**src/hst_pkg.sv**
```systemverilog
`timescale 1ns / 1ps
// ----------------------------------------------------------------------------
// HMAC-SHA-256 tag engine package
// Payload types, SHA-256 constants and round functions.
// ----------------------------------------------------------------------------
package hst_pkg;

    localparam int KEY_WORDS   = 8;
    localparam int TAG_WORDS   = 4;
    localparam int DIGEST_BYTES = 32;
    localparam int PADDR_W     = 6;

    localparam logic ACT_BYTE = 1'b0;
    localparam logic ACT_TAG  = 1'b1;

    typedef struct packed {
        logic        action;
        logic [7:0]  message_byte;
        logic        last_byte;
        logic [5:0]  tag_bytes;
        logic [63:0] expected_word;
        logic [1:0]  expected_index;
    } t_in_item;

    typedef struct packed {
        logic [63:0] digest_word;
        logic [1:0]  word_index;
        logic        last_word;
        logic        tag_match;
    } t_out_item;

    typedef logic [31:0] t_word;
    typedef t_word [7:0] t_hash;

    localparam t_hash INIT_H = {
        32'h5be0cd19, 32'h1f83d9ab, 32'h9b05688c, 32'h510e527f,
        32'ha54ff53a, 32'h3c6ef372, 32'hbb67ae85, 32'h6a09e667
    };

    function automatic t_word round_k(input logic [5:0] i);
        t_word k;
        case (i)
            6'd0: k = 32'h428a2f98;  6'd1: k = 32'h71374491;
            6'd2: k = 32'hb5c0fbcf;  6'd3: k = 32'he9b5dba5;
            6'd4: k = 32'h3956c25b;  6'd5: k = 32'h59f111f1;
            6'd6: k = 32'h923f82a4;  6'd7: k = 32'hab1c5ed5;
            6'd8: k = 32'hd807aa98;  6'd9: k = 32'h12835b01;
            6'd10: k = 32'h243185be; 6'd11: k = 32'h550c7dc3;
            6'd12: k = 32'h72be5d74; 6'd13: k = 32'h80deb1fe;
            6'd14: k = 32'h9bdc06a7; 6'd15: k = 32'hc19bf174;
            6'd16: k = 32'he49b69c1; 6'd17: k = 32'hefbe4786;
            6'd18: k = 32'h0fc19dc6; 6'd19: k = 32'h240ca1cc;
            6'd20: k = 32'h2de92c6f; 6'd21: k = 32'h4a7484aa;
            6'd22: k = 32'h5cb0a9dc; 6'd23: k = 32'h76f988da;
            6'd24: k = 32'h983e5152; 6'd25: k = 32'ha831c66d;
            6'd26: k = 32'hb00327c8; 6'd27: k = 32'hbf597fc7;
            6'd28: k = 32'hc6e00bf3; 6'd29: k = 32'hd5a79147;
            6'd30: k = 32'h06ca6351; 6'd31: k = 32'h14292967;
            6'd32: k = 32'h27b70a85; 6'd33: k = 32'h2e1b2138;
            6'd34: k = 32'h4d2c6dfc; 6'd35: k = 32'h53380d13;
            6'd36: k = 32'h650a7354; 6'd37: k = 32'h766a0abb;
            6'd38: k = 32'h81c2c92e; 6'd39: k = 32'h92722c85;
            6'd40: k = 32'ha2bfe8a1; 6'd41: k = 32'ha81a664b;
            6'd42: k = 32'hc24b8b70; 6'd43: k = 32'hc76c51a3;
            6'd44: k = 32'hd192e819; 6'd45: k = 32'hd6990624;
            6'd46: k = 32'hf40e3585; 6'd47: k = 32'h106aa070;
            6'd48: k = 32'h19a4c116; 6'd49: k = 32'h1e376c08;
            6'd50: k = 32'h2748774c; 6'd51: k = 32'h34b0bcb5;
            6'd52: k = 32'h391c0cb3; 6'd53: k = 32'h4ed8aa4a;
            6'd54: k = 32'h5b9cca4f; 6'd55: k = 32'h682e6ff3;
            6'd56: k = 32'h748f82ee; 6'd57: k = 32'h78a5636f;
            6'd58: k = 32'h84c87814; 6'd59: k = 32'h8cc70208;
            6'd60: k = 32'h90befffa; 6'd61: k = 32'ha4506ceb;
            6'd62: k = 32'hbef9a3f7; 6'd63: k = 32'hc67178f2;
            default: k = 32'h0;
        endcase
        return k;
    endfunction

    function automatic t_word rotr(input t_word x, input int n);
        return (x >> n) | (x << (32 - n));
    endfunction

endpackage

```
**src/hst_core.sv**
```systemverilog
`timescale 1ns / 1ps
// ----------------------------------------------------------------------------
// HMAC-SHA-256 compression core
// One SHA-256 round per cycle with a rolling 16-word schedule; 64 rounds and
// a final add into the chaining value.
// ----------------------------------------------------------------------------
module hst_core (
    input  logic              i_clk,
    input  logic              i_rst_n,
    input  logic              i_start,
    input  hst_pkg::t_hash    i_h,
    input  hst_pkg::t_word [15:0] i_blk,
    output logic              o_done,
    output hst_pkg::t_hash    o_h
);
    import hst_pkg::*;

    logic          r_busy;
    logic [5:0]    r_rnd;
    t_hash         r_base;
    t_hash         r_v;
    t_word [15:0]  r_w;
    logic          r_done;

    t_word s0, s1, t1, t2, w_new, ch, mj, e, a;
    t_hash n_v;

    always_comb begin
        a  = r_v[0];
        e  = r_v[4];
        ch = (e & r_v[5]) ^ (~e & r_v[6]);
        mj = (a & r_v[1]) ^ (a & r_v[2]) ^ (r_v[1] & r_v[2]);
        t1 = r_v[7] + (rotr(e, 6) ^ rotr(e, 11) ^ rotr(e, 25)) + ch + round_k(r_rnd) + r_w[0];
        t2 = (rotr(a, 2) ^ rotr(a, 13) ^ rotr(a, 22)) + mj;
        s0 = rotr(r_w[1], 7) ^ rotr(r_w[1], 18) ^ (r_w[1] >> 3);
        s1 = rotr(r_w[14], 17) ^ rotr(r_w[14], 19) ^ (r_w[14] >> 10);
        w_new = r_w[0] + s0 + r_w[9] + s1;
        n_v = {r_v[6], r_v[5], r_v[4], r_v[3] + t1, r_v[2], r_v[1], r_v[0], t1 + t2};
    end

    always_ff @(posedge i_clk) begin
        if (!i_rst_n) begin
            r_busy <= 1'b0;
            r_done <= 1'b0;
            r_rnd  <= '0;
        end else begin
            r_done <= 1'b0;
            if (i_start) begin
                r_busy <= 1'b1;
                r_rnd  <= '0;
            end else if (r_busy) begin
                r_rnd <= r_rnd + 6'd1;
                if (r_rnd == 6'd63) begin
                    r_busy <= 1'b0;
                    r_done <= 1'b1;
                end
            end
        end
    end

    always_ff @(posedge i_clk) begin
        if (i_start) begin
            r_base <= i_h;
            r_v    <= i_h;
            r_w    <= i_blk;
        end else if (r_busy) begin
            r_v <= n_v;
            r_w <= {w_new, r_w[15:1]};
            if (r_rnd == 6'd63) begin
                for (int i = 0; i < 8; i++) r_base[i] <= r_base[i] + n_v[i];
            end
        end
    end

    assign o_done = r_done;
    assign o_h    = r_base;

    ap_no_restart: assert property (@(posedge i_clk) disable iff (!i_rst_n)
        r_busy && r_rnd != 6'd63 |=> r_busy) else $error("core dropped busy early");
    ap_done_pulse: assert property (@(posedge i_clk) disable iff (!i_rst_n)
        r_done |=> !r_done) else $error("done held");
    ap_done_after: assert property (@(posedge i_clk) disable iff (!i_rst_n)
        r_done |-> $past(r_busy)) else $error("done without work");

endmodule
```
**config.mk**
```make
export PLATFORM = sky130hd
export DESIGN_NAME = hst_core
export DESIGN_NICKNAME = d
export VERILOG_FILES = /design/src/hst_pkg.sv /design/src/hst_core.sv
export SDC_FILE = /design/constraint.sdc
export NUM_CORES = 2
export LEC_CHECK = 0
export BUFFER_PORTS_ARGS = -buffer_cell sky130_fd_sc_hd__buf_2
export CAP_MARGIN = 20
export CORE_AREA = 2 2 396 398
export DETAILED_ROUTE_END_ITERATION = 16
export DIE_AREA = 0 0 398 400
export PLACE_DENSITY = 0.66
export RECOVER_POWER = 100
export SLEW_MARGIN = 20
export SYNTH_ARGS = -nofsm -noshare
export SYNTH_HDL_FRONTEND = slang
export SYNTH_SLANG_ARGS = --single-unit
```
**constraint.sdc**
```tcl
create_clock -name i_clk -period 29.9 [get_ports i_clk]
set_input_delay 0 -clock i_clk [delete_from_list [all_inputs] [get_ports i_clk]]
set_output_delay 0 -clock i_clk [all_outputs]
set_load 0.01 [all_outputs]
```
==> results.toml <==
[detailed_routing]
drtAntennaViolNets = 0
dr_wl_met3_um = 31500
routed-wl-met2_um = 132000
post_drt_wl_per_cell_um = 28.5
drt_first_pass_iters = 6
drt-total-wl_um = 301000
drt_iter0_markers = 7718
num_vias = 62100
via_per_inst = 5.88
top_layer = "met5"
wl_met1_um = 120000
drc = 0

[cells_and_area]
design_area_um2 = 90000
mostFrequentLayoutCells = "edfxtp_1, dlygate4sd3_1, buf_2, o21ai_0, inv_1"
area_growth_pct = 27.0
layout_commonest_cell = "edfxtp_1"
nets = 9730
drive_gt1_share_pct = 16.2

[global_routing]
grt_pass1_vias = 60900
grt_antenna_before_repair = 48
grt_overflow = 0
grt_first_pass_wirelength_um = 418000
grt_usage_pct = 36.2
grt_start_max_net_pins = 222

[sta]
rsz0062_at_grt = "false"
clock_skew_ns = 0.0873
fmax_mhz = 55.5
final_hold_viol_count = 0
tns_ns = 0
maxSlewViolCount = 2620
slew_headroom_pct = -597
setup_violations = 0
finalCriticalPeriod_ns = 18.02
tightest_slew_ns = 10.45
finalCritPeriodShare_pct = 60.3

[placed_design]
place_area_um2 = 78100
port_buffers = 1027
hpwl_um = 222000
gp_congestion = 0.990

[floorplanning]
core_region_area_um2 = 155000
io_pins = 1028
start_util_pct = 45.7
die_width_um = 398
fp.dieH_um = 400
dieArea_um2 = 159000
rows = 145

[critical_path]
crit_type = "in -> reg"
cp.buffers_inverters = 5
cp_max_fo = 187
worstPathCellList = "dlygate4sd3_1 -> clkbuf_1 -> clkbuf_1 -> clkbuf_1 -> clkbuf_1 -> o21ai_0"
path_common_cell = "clkbuf_1"
cp_slowest_cell = "clkbuf_1"
cpPeakStageDelay_ns = 5.93
cp_data_arrival_time_ns = 18.23
critPathLaunchType = "input pin"
critPathCaptureType = "register"
critical_path.top_delay_family = "buffers and inverters"
cp.required_ns = 30.12

[clocking]
cts_buffer_depth = 3
clockRootBuffer = "clkbuf_16"
cts_hold_buffers = 851
cts_resized = 0
clk_pin_slew_ns = 0.06
post_cts_buffers = 0
cts.sinks = 1064
cts_tree = "built"
worstSkewPairLatency_ns = 0.83
h-tree-depth = 3
numCtsBuffers = 121

[min_path]
hold_path_class = "in -> reg"

[synth]
syn_area_um2 = 70900
synthCells = 6577
syn-num-nets = 7937
synth-edff-count = 1024
synth.yosys.seq_area_share_pct = 44.5
yosys_warnings = 0
ys_types = 92
synth-async-reset-ratio_pct = 0
yosys_most_used_dff = "edfxtp_1"
synth.avg_cell_area_um2 = 10.8
yosys_register_bits = 1064

[run_status]
status = "finished, violations left"
violations = "max-capacitance violations, max-slew violations"

[job]
drv_cap = 31
## cell families after synthesis
group	synth area share (%)
adder cells (fa/ha/maj)	12.8
flip-flops	44.5
buffers and inverters	4.88
XOR/XNOR	7.19
multiplexers	8.10
AND/OR/NAND/NOR	7.38
AO/OA/AOI/OAI	15.1
## path summary, 6_finish.rpt
check	start	to	slack, ns	depth (start not counted)
worst min-delay path	i_blk[492]	r_w[492]$_DFFE_PP_	0.02	4
worst max-delay path	i_start	r_v[253]$_DFFE_PP_	11.88	6
worst max register to register	r_busy$_SDFF_PN0_	e[11]$_DFFE_PP_	15.74	4
worst min register to register	r_w[427]$_DFFE_PP_	r_w[395]$_DFFE_PP_	0.52	1
## per-stage QoR
stage,hold slack [ns],cells,util (%),setup slack [ns]
2_1_floorplan,0.128,6577,-,18.36
3_3_place_gp,0.245,9453,50.3,20.42
3_5_place_dp,0.260,9453,50.3,20.35
4_1_cts,0.000339,10500,58.3,20.31
5_1_grt,0.0343,10600,58.0,10.78
6_report,0.0184,10600,58.0,11.88
## final cells by class
cell class              instances  area (um^2)
diodes                         41          103
clock buffers                 148         3160
clock inverters                73          717
fillers                     13000        65100
inverters                     660         2480
multi-input cells            4601        35900
flip-flops and latches       1064        31600
well taps                    2058         2570
repair buffers               1922        13600
## sequential cells by signal, summed over array words and instances, names as in the netlist, named ones only
register / cells
o_h: 256
o_done: 1
n_v: 128
r_v: 64
r_w: 512
a: 32
e: 32
r_rnd: 6
r_busy: 1
## layer usage
metal	vias to the layer above	GRT usage (%)
li1	27200	-
met1	30400	48.9
met2	3782	54.8
met3	746	8.11
met4	24	18.1
met5	-	0
## worst reg2reg max path: stages, from the launching register on
cell and delay, ns:
dfxtp_1 0.52, or2_0 3.11, clkbuf_1 6.11, clkbuf_1 1.47, clkbuf_1 2.44
## Yosys cell counts, types with 47 or more instances
cell type  instances  area (um^2)
inv_1            658         2470
o21ai_0          664         3320
nor3_1            71          355
xor2_1           210         1840
clkbuf_1         224          841
fa_1             195         3900
mux2_2           485         5460
a21oi_1          359         1800
a21o_1           178         1340
xnor2_1          369         3230
edfxtp_1        1024        30700
o21bai_1          63          473
o31ai_1           47          353
nor2_1           219          822
ha_1             394         4930
nand2_1          567         2130
o21a_1            48          360
nand2b_1          56          350
nand3_1           70          350
Power is left out: the tool's default activity adds up to more than one toggle a clock period on the data nets, which glitch-free logic cannot reach.
